`src/hw/rtl/sbpd_pkg.sv`:
```
`default_nettype none
// ----------------------------------------------------------------------------
// Slot bitmap page directory: shared definitions
// Word geometry of the occupancy bitmap, action and status codes, register
// indexes and reset values, and the summary that the word unit returns.
// ----------------------------------------------------------------------------
package sbpd_pkg;

  // Bitmap word geometry.
  localparam int WORD_W = 64;
  localparam int POS_W  = $clog2(WORD_W);
  localparam int CNT_W  = POS_W + 1;

  // Width of the serial divider operands.
  localparam int DIV_W = 16;

  // Action codes.
  localparam logic [2:0] ACT_ALLOC = 3'd0;
  localparam logic [2:0] ACT_MARK  = 3'd1;
  localparam logic [2:0] ACT_FREE  = 3'd2;
  localparam logic [2:0] ACT_CHECK = 3'd3;
  localparam logic [2:0] ACT_COUNT = 3'd4;
  localparam logic [2:0] ACT_CLEAR = 3'd5;

  // Status codes.
  localparam logic [1:0] ST_OK    = 2'd0;
  localparam logic [1:0] ST_FULL  = 2'd1;
  localparam logic [1:0] ST_RANGE = 2'd2;
  localparam logic [1:0] ST_EMPTY = 2'd3;

  // Register indexes and reset values.
  localparam logic REG_PAGE   = 1'b0;
  localparam logic REG_RECORD = 1'b1;
  localparam logic [15:0] PAGE_RESET   = 16'd4096;
  localparam logic [15:0] RECORD_RESET = 16'd64;

  // Summary of one bitmap word under the capacity mask.
  typedef struct packed {
    logic             free_any;
    logic [POS_W-1:0] free_pos;
    logic [CNT_W-1:0] used_cnt;
  } word_info_t;

endpackage
`default_nettype wire

```
`src/hw/rtl/sbpd_divider.sv`:
```
`default_nettype none
// ----------------------------------------------------------------------------
// Slot bitmap page directory: serial divider
// Restoring unsigned divider, one quotient bit per cycle.
// ----------------------------------------------------------------------------
module sbpd_divider (
  input  wire logic                       clk,
  input  wire logic                       rst_n,
  input  wire logic                       start,
  input  wire logic [sbpd_pkg::DIV_W-1:0] dividend,
  input  wire logic [sbpd_pkg::DIV_W-1:0] divisor,
  output logic                            done,
  output logic      [sbpd_pkg::DIV_W-1:0] quot
);
  import sbpd_pkg::*;

  localparam int CW = $clog2(DIV_W);

  logic [DIV_W-1:0] rem_r, rem_nxt;
  logic [DIV_W-1:0] q_r, q_nxt;
  logic [DIV_W-1:0] d_r, d_nxt;
  logic [CW-1:0]    cnt_r, cnt_nxt;
  logic             run_r, run_nxt;
  logic             done_r, done_nxt;
  logic [DIV_W:0]   shifted;
  logic             ge;

  assign shifted = {rem_r, q_r[DIV_W-1]};
  assign ge      = shifted >= {1'b0, d_r};

  always_comb begin
    rem_nxt  = rem_r;
    q_nxt    = q_r;
    d_nxt    = d_r;
    cnt_nxt  = cnt_r;
    run_nxt  = run_r;
    done_nxt = 1'b0;
    if (start) begin
      rem_nxt = '0;
      q_nxt   = dividend;
      d_nxt   = divisor;
      cnt_nxt = '0;
      run_nxt = 1'b1;
    end else if (run_r) begin
      rem_nxt = ge ? DIV_W'(shifted - {1'b0, d_r}) : shifted[DIV_W-1:0];
      q_nxt   = {q_r[DIV_W-2:0], ge};
      cnt_nxt = cnt_r + 1'b1;
      if (cnt_r == CW'(DIV_W - 1)) begin
        run_nxt  = 1'b0;
        done_nxt = 1'b1;
      end
    end
  end

  always_ff @(posedge clk) begin
    if (!rst_n) begin
      run_r  <= 1'b0;
      done_r <= 1'b0;
      cnt_r  <= '0;
    end else begin
      run_r  <= run_nxt;
      done_r <= done_nxt;
      cnt_r  <= cnt_nxt;
    end
  end

  always_ff @(posedge clk) begin
    rem_r <= rem_nxt;
    q_r   <= q_nxt;
    d_r   <= d_nxt;
  end

  assign done = done_r;
  assign quot = q_r;

endmodule
`default_nettype wire

```
`src/hw/rtl/sbpd_bitmap_ram.sv`:
```
`default_nettype none
// ----------------------------------------------------------------------------
// Slot bitmap page directory: bitmap memory
// One write port and one registered read port over the occupancy words.
// ----------------------------------------------------------------------------
module sbpd_bitmap_ram #(
  parameter int DEPTH = 16,
  parameter int AW    = 4
) (
  input  wire logic                        clk,
  input  wire logic                        wr_en,
  input  wire logic [AW-1:0]               wr_addr,
  input  wire logic [sbpd_pkg::WORD_W-1:0] wr_data,
  input  wire logic [AW-1:0]               rd_addr,
  output logic      [sbpd_pkg::WORD_W-1:0] rd_data
);
  import sbpd_pkg::*;

  logic [WORD_W-1:0] mem [DEPTH];
  logic [WORD_W-1:0] rd_data_r;

  always_ff @(posedge clk) begin
    if (wr_en) begin
      mem[wr_addr] <= wr_data;
    end
  end

  always_ff @(posedge clk) begin
    rd_data_r <= mem[rd_addr];
  end

  assign rd_data = rd_data_r;

endmodule
`default_nettype wire

```
`src/hw/rtl/sbpd_word_unit.sv`:
```
`default_nettype none
// ----------------------------------------------------------------------------
// Slot bitmap page directory: word unit
// Finds the lowest free slot and counts the used slots of one bitmap word,
// looking only at the bits that the capacity mask admits.
// ----------------------------------------------------------------------------
module sbpd_word_unit (
  input  wire logic [sbpd_pkg::WORD_W-1:0] word,
  input  wire logic [sbpd_pkg::WORD_W-1:0] mask,
  output sbpd_pkg::word_info_t             info
);
  import sbpd_pkg::*;

  logic [WORD_W-1:0] free_bits;
  logic [WORD_W-1:0] used_bits;

  assign free_bits = ~word & mask;
  assign used_bits = word & mask;

  always_comb begin
    logic [POS_W-1:0] pos;
    logic [CNT_W-1:0] cnt;
    pos = '0;
    cnt = '0;
    for (int i = WORD_W - 1; i >= 0; i--) begin
      if (free_bits[i]) begin
        pos = POS_W'(i);
      end
    end
    for (int i = 0; i < WORD_W; i++) begin
      cnt = cnt + CNT_W'(used_bits[i]);
    end
    info.free_any = |free_bits;
    info.free_pos = pos;
    info.used_cnt = cnt;
  end

endmodule
`default_nettype wire

```
`src/hw/rtl/slot_bitmap_page_directory_top.sv`:
```
`default_nettype none
// ----------------------------------------------------------------------------
// Slot bitmap page directory
// Occupancy bitmap of a page of fixed-length records, with allocate, mark,
// free, check, count and clear actions under a small sequencer.
// ----------------------------------------------------------------------------
// Allocate scans the bitmap words upward from word 0 and stops at the first free slot; it reports
// full once every word below capacity has been seen. Mark, free and check read the word of the slot,
// which mark and free then update; out of range they respond at once. Count responds at once, and
// clear writes every word. One action is in work at a time and the next start is taken once busy
// falls; the receiver cannot stall the result. Reset runs a clearing pass over every word, then a
// recount of the capacity, as each register write does; busy stays high meanwhile.
module slot_bitmap_page_directory_top #(
  parameter int MAX_SLOTS = 1024
) (
  input  wire logic        clk,
  input  wire logic        rst_n,
  // Command channel.
  input  wire logic        start,
  output logic             busy,
  input  wire logic [2:0]  in_action,
  input  wire logic [9:0]  in_slot_index,
  // Result channel.
  output logic             out_valid,
  output logic      [9:0]  out_result_slot,
  output logic      [15:0] out_byte_offset,
  output logic      [1:0]  out_status,
  output logic      [10:0] out_free_slots,
  output logic      [10:0] out_slot_capacity,
  // Configuration port.
  input  wire logic        psel,
  input  wire logic        penable,
  input  wire logic        pwrite,
  input  wire logic [2:0]  paddr,
  input  wire logic [31:0] pwdata,
  output logic      [31:0] prdata,
  output logic             pready
);
  import sbpd_pkg::*;

  // Bitmap geometry derived from the slot limit.
  localparam int NW   = (MAX_SLOTS + WORD_W - 1) / WORD_W;
  localparam int AW   = (NW > 1) ? $clog2(NW) : 1;
  localparam int CAPW = $clog2(MAX_SLOTS + 1);
  localparam int IXW  = (CAPW > 10) ? CAPW : 10;
  localparam int FW   = IXW - POS_W;
  localparam int PTRW = FW + 1;
  localparam logic [16:0]     MAX_CAP   = 17'(MAX_SLOTS);
  localparam logic [PTRW-1:0] LAST_WORD = PTRW'(NW - 1);

  // Sequencer states, one-hot.
  typedef enum logic [8:0] {
    S_IDLE  = 9'b000000001,
    S_CLR   = 9'b000000010,
    S_DIV1  = 9'b000000100,
    S_DIV2  = 9'b000001000,
    S_CNT   = 9'b000010000,
    S_ALLOC = 9'b000100000,
    S_RD    = 9'b001000000,
    S_MOD   = 9'b010000000,
    S_RESP  = 9'b100000000
  } state_t;

  // Control registers.
  state_t          state_r, state_nxt;
  logic [PTRW-1:0] ptr_r, ptr_nxt;
  logic            dv_r, dv_nxt;
  logic            rc_pend_r, rc_pend_nxt;
  logic            clr_rst_r, clr_rst_nxt;
  logic            out_valid_r, out_valid_nxt;
  logic [15:0]     page_r, page_nxt;
  logic [15:0]     rec_r, rec_nxt;
  logic [CAPW-1:0] cap_r, cap_nxt;
  logic [CAPW-1:0] used_r, used_nxt;

  // Payload registers.
  logic [AW-1:0]   daddr_r, daddr_nxt;
  logic [2:0]      act_r, act_nxt;
  logic [IXW-1:0]  slot_r, slot_nxt;
  logic [IXW-1:0]  res_slot_r, res_slot_nxt;
  logic [1:0]      status_r, status_nxt;
  logic            offs_en_r, offs_en_nxt;
  logic [9:0]      o_slot_r, o_slot_nxt;
  logic [15:0]     o_offs_r, o_offs_nxt;
  logic [1:0]      o_status_r, o_status_nxt;
  logic [10:0]     o_free_r, o_free_nxt;
  logic [10:0]     o_cap_r, o_cap_nxt;

  // Datapath signals.
  logic              cfg_wr;
  logic              wr_en;
  logic [AW-1:0]     wr_addr;
  logic [WORD_W-1:0] wr_data;
  logic [AW-1:0]     rd_addr;
  logic [WORD_W-1:0] rd_data;
  logic [WORD_W-1:0] cap_mask;
  word_info_t        winfo;
  logic              div_start;
  logic [DIV_W-1:0]  div_dividend;
  logic              div_done;
  logic [DIV_W-1:0]  div_q;
  logic [DIV_W-1:0]  dir_bytes;
  logic [16:0]       q_ext;
  logic [16:0]       cap_clamp;
  logic              cap_zero;
  logic [IXW-1:0]    cap_x;
  logic [FW-1:0]     cap_full;
  logic [POS_W-1:0]  cap_part;
  logic [PTRW-1:0]   cap_words;
  logic              ptr_lt;
  logic [FW-1:0]     daddr_x;
  logic [IXW-1:0]    slot_x;
  logic [15:0]       offs_lo;
  logic              cur_bit;
  logic [WORD_W-1:0] slot_hot;
  logic [WORD_W-1:0] alloc_hot;

  // The configuration port never waits; reads return the stored registers.
  assign pready = 1'b1;
  assign cfg_wr = psel & penable & pwrite;
  assign prdata = (paddr[2] == REG_RECORD) ? {16'd0, rec_r} : {16'd0, page_r};

  // Capacity split into whole words and the bits of a partial last word.
  assign cap_x     = IXW'(cap_r);
  assign cap_full  = cap_x[IXW-1:POS_W];
  assign cap_part  = cap_x[POS_W-1:0];
  assign cap_words = PTRW'(cap_full) + PTRW'(cap_part != '0);
  assign ptr_lt    = ptr_r < cap_words;

  // Mask of the slots below capacity in the word whose data is now returned.
  assign daddr_x = FW'(daddr_r);
  always_comb begin
    if (daddr_x < cap_full) begin
      cap_mask = '1;
    end else if (daddr_x == cap_full) begin
      cap_mask = (WORD_W'(1) << cap_part) - WORD_W'(1);
    end else begin
      cap_mask = '0;
    end
  end

  // Capacity arithmetic: the first division gives the slot count of the bare
  // page, the second the count once the directory bytes are taken off.
  assign cap_zero     = (rec_r == '0) || (rec_r >= page_r);
  assign dir_bytes    = DIV_W'((17'(div_q) + 17'd7) >> 3);
  assign div_dividend = (state_r == S_DIV1) ? (page_r - dir_bytes) : page_r;
  assign q_ext        = {1'b0, div_q};
  assign cap_clamp    = (q_ext > MAX_CAP) ? MAX_CAP : q_ext;

  assign slot_x    = IXW'(in_slot_index);
  assign cur_bit   = rd_data[slot_r[POS_W-1:0]];
  assign slot_hot  = WORD_W'(1) << slot_r[POS_W-1:0];
  assign alloc_hot = WORD_W'(1) << winfo.free_pos;
  assign offs_lo   = 16'(res_slot_r) * rec_r;

  always_comb begin
    state_nxt     = state_r;
    ptr_nxt       = ptr_r;
    dv_nxt        = dv_r;
    rc_pend_nxt   = rc_pend_r;
    clr_rst_nxt   = clr_rst_r;
    out_valid_nxt = 1'b0;
    page_nxt      = page_r;
    rec_nxt       = rec_r;
    cap_nxt       = cap_r;
    used_nxt      = used_r;
    daddr_nxt     = daddr_r;
    act_nxt       = act_r;
    slot_nxt      = slot_r;
    res_slot_nxt  = res_slot_r;
    status_nxt    = status_r;
    offs_en_nxt   = offs_en_r;
    o_slot_nxt    = o_slot_r;
    o_offs_nxt    = o_offs_r;
    o_status_nxt  = o_status_r;
    o_free_nxt    = o_free_r;
    o_cap_nxt     = o_cap_r;
    wr_en         = 1'b0;
    wr_addr       = ptr_r[AW-1:0];
    wr_data       = '0;
    rd_addr       = ptr_r[AW-1:0];
    div_start     = 1'b0;

    case (state_r)
      S_IDLE: begin
        if (cfg_wr) begin
          // The recount waits until the register write has landed.
        end else if (rc_pend_r) begin
          rc_pend_nxt = 1'b0;
          ptr_nxt     = '0;
          dv_nxt      = 1'b0;
          used_nxt    = '0;
          if (cap_zero) begin
            cap_nxt   = '0;
            state_nxt = S_CNT;
          end else begin
            div_start = 1'b1;
            state_nxt = S_DIV1;
          end
        end else if (start) begin
          act_nxt  = in_action;
          slot_nxt = slot_x;
          ptr_nxt  = '0;
          dv_nxt   = 1'b0;
          case (in_action)
            ACT_ALLOC: begin
              state_nxt = S_ALLOC;
            end
            ACT_MARK, ACT_FREE, ACT_CHECK: begin
              res_slot_nxt = slot_x;
              if (slot_x >= cap_x) begin
                status_nxt  = ST_RANGE;
                offs_en_nxt = 1'b0;
                state_nxt   = S_RESP;
              end else begin
                status_nxt  = ST_OK;
                offs_en_nxt = 1'b1;
                state_nxt   = S_RD;
              end
            end
            ACT_CLEAR: begin
              clr_rst_nxt = 1'b0;
              state_nxt   = S_CLR;
            end
            default: begin
              // Count and the unused codes change nothing.
              res_slot_nxt = '0;
              status_nxt   = ST_OK;
              offs_en_nxt  = 1'b0;
              state_nxt    = S_RESP;
            end
          endcase
        end
      end

      S_CLR: begin
        wr_en   = 1'b1;
        wr_addr = ptr_r[AW-1:0];
        wr_data = '0;
        if (ptr_r == LAST_WORD) begin
          if (clr_rst_r) begin
            state_nxt = S_IDLE;
          end else begin
            used_nxt     = '0;
            res_slot_nxt = '0;
            status_nxt   = ST_OK;
            offs_en_nxt  = 1'b0;
            state_nxt    = S_RESP;
          end
        end else begin
          ptr_nxt = ptr_r + 1'b1;
        end
      end

      S_DIV1: begin
        if (div_done) begin
          div_start = 1'b1;
          state_nxt = S_DIV2;
        end
      end

      S_DIV2: begin
        if (div_done) begin
          cap_nxt   = cap_clamp[CAPW-1:0];
          state_nxt = S_CNT;
        end
      end

      S_CNT: begin
        if (dv_r) begin
          used_nxt = used_r + CAPW'(winfo.used_cnt);
        end
        dv_nxt    = ptr_lt;
        daddr_nxt = ptr_r[AW-1:0];
        if (ptr_lt) begin
          ptr_nxt = ptr_r + 1'b1;
        end
        if (!dv_r && !ptr_lt) begin
          state_nxt = S_IDLE;
        end
      end

      S_ALLOC: begin
        dv_nxt    = ptr_lt;
        daddr_nxt = ptr_r[AW-1:0];
        if (ptr_lt) begin
          ptr_nxt = ptr_r + 1'b1;
        end
        if (dv_r && winfo.free_any) begin
          wr_en        = 1'b1;
          wr_addr      = daddr_r;
          wr_data      = rd_data | alloc_hot;
          res_slot_nxt = IXW'({daddr_r, winfo.free_pos});
          status_nxt   = ST_OK;
          offs_en_nxt  = 1'b1;
          used_nxt     = used_r + 1'b1;
          state_nxt    = S_RESP;
        end else if (!dv_r && !ptr_lt) begin
          // Every word below capacity has been seen without a free slot.
          res_slot_nxt = '0;
          status_nxt   = ST_FULL;
          offs_en_nxt  = 1'b0;
          state_nxt    = S_RESP;
        end
      end

      S_RD: begin
        rd_addr   = slot_r[POS_W +: AW];
        state_nxt = S_MOD;
      end

      S_MOD: begin
        wr_addr = slot_r[POS_W +: AW];
        case (act_r)
          ACT_MARK: begin
            if (!cur_bit) begin
              wr_en    = 1'b1;
              wr_data  = rd_data | slot_hot;
              used_nxt = used_r + 1'b1;
            end
          end
          ACT_FREE: begin
            if (cur_bit) begin
              wr_en    = 1'b1;
              wr_data  = rd_data & ~slot_hot;
              used_nxt = used_r - 1'b1;
            end
          end
          default: begin
            status_nxt = cur_bit ? ST_OK : ST_EMPTY;
          end
        endcase
        state_nxt = S_RESP;
      end

      S_RESP: begin
        out_valid_nxt = 1'b1;
        o_slot_nxt    = 10'(res_slot_r);
        o_offs_nxt    = offs_en_r ? offs_lo : 16'd0;
        o_status_nxt  = status_r;
        o_free_nxt    = 11'(cap_r - used_r);
        o_cap_nxt     = 11'(cap_r);
        state_nxt     = S_IDLE;
      end

      default: begin
        state_nxt = S_IDLE;
      end
    endcase

    // A register write lands now and forces a fresh recount; one that
    // arrives during a recount abandons it and starts over from idle.
    if (cfg_wr) begin
      rc_pend_nxt = 1'b1;
      if (paddr[2] == REG_RECORD) begin
        rec_nxt = pwdata[15:0];
      end else begin
        page_nxt = pwdata[15:0];
      end
      if (state_r == S_DIV1 || state_r == S_DIV2 || state_r == S_CNT) begin
        state_nxt = S_IDLE;
      end
    end
  end

  always_ff @(posedge clk) begin
    if (!rst_n) begin
      state_r     <= S_CLR;
      ptr_r       <= '0;
      dv_r        <= 1'b0;
      rc_pend_r   <= 1'b1;
      clr_rst_r   <= 1'b1;
      out_valid_r <= 1'b0;
      page_r      <= PAGE_RESET;
      rec_r       <= RECORD_RESET;
      cap_r       <= '0;
      used_r      <= '0;
    end else begin
      state_r     <= state_nxt;
      ptr_r       <= ptr_nxt;
      dv_r        <= dv_nxt;
      rc_pend_r   <= rc_pend_nxt;
      clr_rst_r   <= clr_rst_nxt;
      out_valid_r <= out_valid_nxt;
      page_r      <= page_nxt;
      rec_r       <= rec_nxt;
      cap_r       <= cap_nxt;
      used_r      <= used_nxt;
    end
  end

  always_ff @(posedge clk) begin
    daddr_r    <= daddr_nxt;
    act_r      <= act_nxt;
    slot_r     <= slot_nxt;
    res_slot_r <= res_slot_nxt;
    status_r   <= status_nxt;
    offs_en_r  <= offs_en_nxt;
    o_slot_r   <= o_slot_nxt;
    o_offs_r   <= o_offs_nxt;
    o_status_r <= o_status_nxt;
    o_free_r   <= o_free_nxt;
    o_cap_r    <= o_cap_nxt;
  end

  // Busy covers the sequencer, a pending recount and a write in flight.
  assign busy = (state_r != S_IDLE) | rc_pend_r | cfg_wr;

  assign out_valid         = out_valid_r;
  assign out_result_slot   = o_slot_r;
  assign out_byte_offset   = o_offs_r;
  assign out_status        = o_status_r;
  assign out_free_slots    = o_free_r;
  assign out_slot_capacity = o_cap_r;

  sbpd_bitmap_ram #(
    .DEPTH (NW),
    .AW    (AW)
  ) u_ram (
    .clk     (clk),
    .wr_en   (wr_en),
    .wr_addr (wr_addr),
    .wr_data (wr_data),
    .rd_addr (rd_addr),
    .rd_data (rd_data)
  );

  sbpd_word_unit u_word (
    .word (rd_data),
    .mask (cap_mask),
    .info (winfo)
  );

  sbpd_divider u_div (
    .clk      (clk),
    .rst_n    (rst_n),
    .start    (div_start),
    .dividend (div_dividend),
    .divisor  (rec_r),
    .done     (div_done),
    .quot     (div_q)
  );

endmodule
`default_nettype wire
```
`config.mk`:
```
export PLATFORM = sky130hd
export DESIGN_NAME = slot_bitmap_page_directory_top
export DESIGN_NICKNAME = d
export VERILOG_FILES = /design/src/hw/rtl/sbpd_pkg.sv /design/src/hw/rtl/sbpd_divider.sv /design/src/hw/rtl/sbpd_bitmap_ram.sv /design/src/hw/rtl/sbpd_word_unit.sv /design/src/hw/rtl/slot_bitmap_page_directory_top.sv
export SDC_FILE = /design/constraint.sdc
export NUM_CORES = 2
export LEC_CHECK = 0
export BUFFER_PORTS_ARGS = -buffer_cell sky130_fd_sc_hd__buf_2
export CAP_MARGIN = 30
export CORE_MARGIN = 2
export CORE_UTILIZATION = 65
export CTS_BUF_LIST = sky130_fd_sc_hd__clkbuf_8
export DETAILED_ROUTE_END_ITERATION = 8
export PLACE_DENSITY_LB_ADDON = 0.05
export SKIP_LAST_GASP = 1
export SYNTH_ARGS = -nofsm -noshare
export SYNTH_HDL_FRONTEND = slang
export SYNTH_HIERARCHICAL = 1
export SYNTH_SLANG_ARGS = --single-unit
```
`constraint.sdc`:
```
create_clock -name clk -period 12.1 [get_ports clk]
set_input_delay 2.42 -clock clk [delete_from_list [all_inputs] [get_ports clk]]
set_output_delay 2.42 -clock clk [all_outputs]
set_load 0.05 [all_outputs]
```
==> impl_results.md <==
* FILL cells at about 6,300
* Layout cells sized above 1 at 18.3%
* Initial antenna violation count at 4
* Worst Path Buf+Inv at 7
* Starting DRT DRC Count at 4,940
* CP most frequent cell: fa_1
* Critical path launch point type: register
* Setup slack after placement at 2510 ps
* Hold Crit Depth at 0
* Clk_skew at between 60 and 70 ps
* Worst VDD drop at 0.000527 V
* RSZ-0062 raised after global routing: false
* Adder-cell share of the synthesized area at 6.94%
* Vias in the first global route at 40,200
* Worst setup margin at 2340 ps
* Yosys warns at 6
* Final std cells w/o fill at just over 6,000
* Largest area contributor in the netlist: edfxtp_1
* First-pass GRT wire length at 249,000 µm
* R2R Setup Slk at about 2300 ps
* Clock tree buffer depth at 3
* Total track usage at 34.3%
* Setup TNS at 0 ps
* Total gr overflow at 0
* Tmin final at 9760 ps
* Top_reg_cell synth: edfxtp_1
* Hold_buf cts at 0
* Final core occ at 72.4%
* Fin area at between 60,000 and 70,000 µm²
* Worst-path fanout max at 28
* Hold path startpoint: status_r[0]
* CP endpoint kind: register
* FF-to-FF Start: cap_r[4]
* Final setup fails at 0
* Largest family of logic cells by synthesized area: multiplexers
* Yosys reg bits at 1,295
* DRC errors left at 0
* Core Area at 95,200 µm²
* WL final at 167,000 µm
* Crit path largest cell delay at approximately 520 ps
* Post-DP Area at 65,000 µm²
* Top cell type's share of synthesized area at 54.5%
* Critical path type: register to register
* Vias per cell at roughly 6.5
* Starting Density at 65.8%
* Largest cells by area after synthesis: edfxtp_1 55%, mux4_2 9.8%, dfxtp_1 5.1%
* Die W at 314 µm
* Placed cell count at 5,782
* Post-CTS Setup Bufs at 0
* Post-Syn Instances at approximately 4,500
* Row count at 113
* Status: finished, final reports clean
* Post-synth EDFFs at approximately 1,100
* CTS tree: done
* Gpl congestion at 1.01
* XOR/XNOR Fraction of Synth Area at about 1.3%
* FMAX at 102 MHz
* DIE AREA at 98,800 µm²
* Most frequent cells in the layout: 1,136 x edfxtp_1, 496 x nand2_1, 310 x inv_1, 272 x mux4_2, 210 x clkbuf_8
* HP Class: register to register
* Hold slack at 427 ps
* Clock transition at path regs at 60 ps
* IO Port Bufs at 103
* Worst Reg-to-Reg Cells at 35
* Final ANT Viol Nets at 0
* Period utilization at 80.7%
* Dpl hpwl at 105,000 µm
* Synth async-reset ratio at 0%
* Chip height at 314 µm
* I/O Pins at 139
* Synth Area per Inst at roughly 14 µm²
* Slew Limit Fails at 0
* Max-cap violations at 0
* Commonest non-fill, non-tap cell in the layout: edfxtp_1
* Routed WL per cell at around 27 µm
* H-tree depth at 4
* Hold Path End: out_status[0]
* Largest net degree at the start of global routing at ~110
* Hold Vio Cnt, Final at 0
* Root Driver: clkbuf_8
* Tot Pwr at between 10 and 15 mW
* LEAKAGE at 26.1 nW
* Post-synthesis compound-gate area fraction at ~9%
* Relative slew slack at 24.4%
* First-pass detailed-route iteration total at 7
* P per Cell Area at between 200 and 250 nW/µm²
* CTS Sinks at 1,295
* Total CTS buffers at 197
* Sequential area share after synthesis at 59.6%
* Area share of and/or/nand/nor cells after synthesis at 9.20%
* Dominant delay contributor by cell family on the critical path: adder cells
* Area Growth Syn to Fin at 10.1%
* Critical Path RT at approximately 13,000 ps
* Clock Latency Late Sink at just over 900 ps
* Routed via count at 40,300
* Worst Max-Slew Pin Slew at 1130 ps
* Crit path DAT at around 10,000 ps
* Nets at 5,047
* Post-synthesis cell type count at 102
* Master of the slowest instance on the critical path: fa_1
* Cell Area, Synth at 62,600 µm²
* Multiplexer area fraction after synthesis at 10.6%
* Worst R2R End: used_r[10]
* # resized after CTS at 0
-- worst register-to-register path: cells and delay by family (launching register included) --
| family | cells | cell delay [ps] |
|---|---|---|
| AOI/OAI and AO/OA | 10 | 2080 |
| adders and majority gates | 11 | 4750 |
| buffers and inverters | 7 | 750 |
| DFF | 1 | 300 |
| and+or+nand+nor | 7 | 1690 |
-- flip-flops by register name (all words and copies together), names as in the netlist, 11 cells and up --
| signal | flops |
|---|---|
| u_div/rem_r | 16 |
| out_slot_capacity | 11 |
| u_div/d_r | 16 |
| u_ram/rd_data | 64 |
| u_ram/mem | 1024 |
| out_byte_offset | 16 |
| out_free_slots | 11 |
| rec_r | 16 |
| used_r | 11 |
| page_r | 16 |
| cap_r | 11 |
| u_div/quot | 16 |
-- area by class of cell --
class | count | area, µm² | share of cell area (%)
Tap cell | 1265 | 1580 | 2.30
Antenna cell | 4 | 10.0 | 0.0145
Sequential cell | 1295 | 37300 | 54.2
Timing Repair Buffer | 249 | 1700 | 2.47
Clock buffer | 210 | 2890 | 4.20
Inverter | 247 | 927 | 1.35
Multi-Input combinational cell | 2733 | 23500 | 34.2
Clock inverter | 157 | 945 | 1.37
-- per-layer routing --
layer	vias up	global-route usage, %	part of all wire [%]
li1	17500	-	-
met1	20100	47.1	39
met2	2319	54.4	47
met3	422	6.38	9.6
met4	2	15.3	4.4
met5	-	0	0.0084
-- cell families (layout without fill, tap and decap cells) --
logic type,Yosys count,after routing
AND/OR/NAND/NOR,1189,1189
XOR/XNOR,94,94
buffers and inverters,493,863
adder cells (fa/ha/maj),270,270
multiplexers,318,318
AO/OA/AOI/OAI,845,845
flip-flops,1295,1295
other,2,21
-- synth_stat cells, types with 23 or more instances --
cell and n:
buf_4 24, nand2_1 496, fa_1 128, dfxtp_1 159
nand3_1 79, xnor2_1 59, and2_1 94, mux2i_1 23
edfxtp_1 1136, nor2_1 186, o211ai_1 59, a21oi_1 177
o21ai_0 204, ha_1 142, nand2b_1 75, a21o_1 31
clkbuf_1 161, xor2_1 35, a22oi_1 140, mux4_2 272
nor3_1 62, o221ai_1 33, nor2b_1 52, mux2_2 23
inv_1 245, nand4_1 25
-- worst max-delay path by stage --
stage / startpoint / end / slack (ps) / cells after the start
2_1_floorplan: cap_r[4] / u_ram/mem[0][0] / 2750 / 23
3_3_place_gp: cap_r[5] / used_r[10] / 2620 / 35
3_5_place_dp: cap_r[5] / used_r[9] / 2510 / 38
4_1_cts: cap_r[4] / used_r[9] / 2430 / 38
5_1_grt: cap_r[5] / used_r[8] / 1730 / 36
6_report: cap_r[4] / used_r[10] / 2340 / 35
-- report_power, final --
group	switching [mW]	leakage [nW]	internal (mW)	total (mW)
registers	0.527	13.6	5.37	5.89
clock network	1.72	2.20	1.76	3.48
logic	2.77	10.3	2.15	4.91
total	5.02	26.1	9.27	14.3
Power figures use the tool's default switching activity.
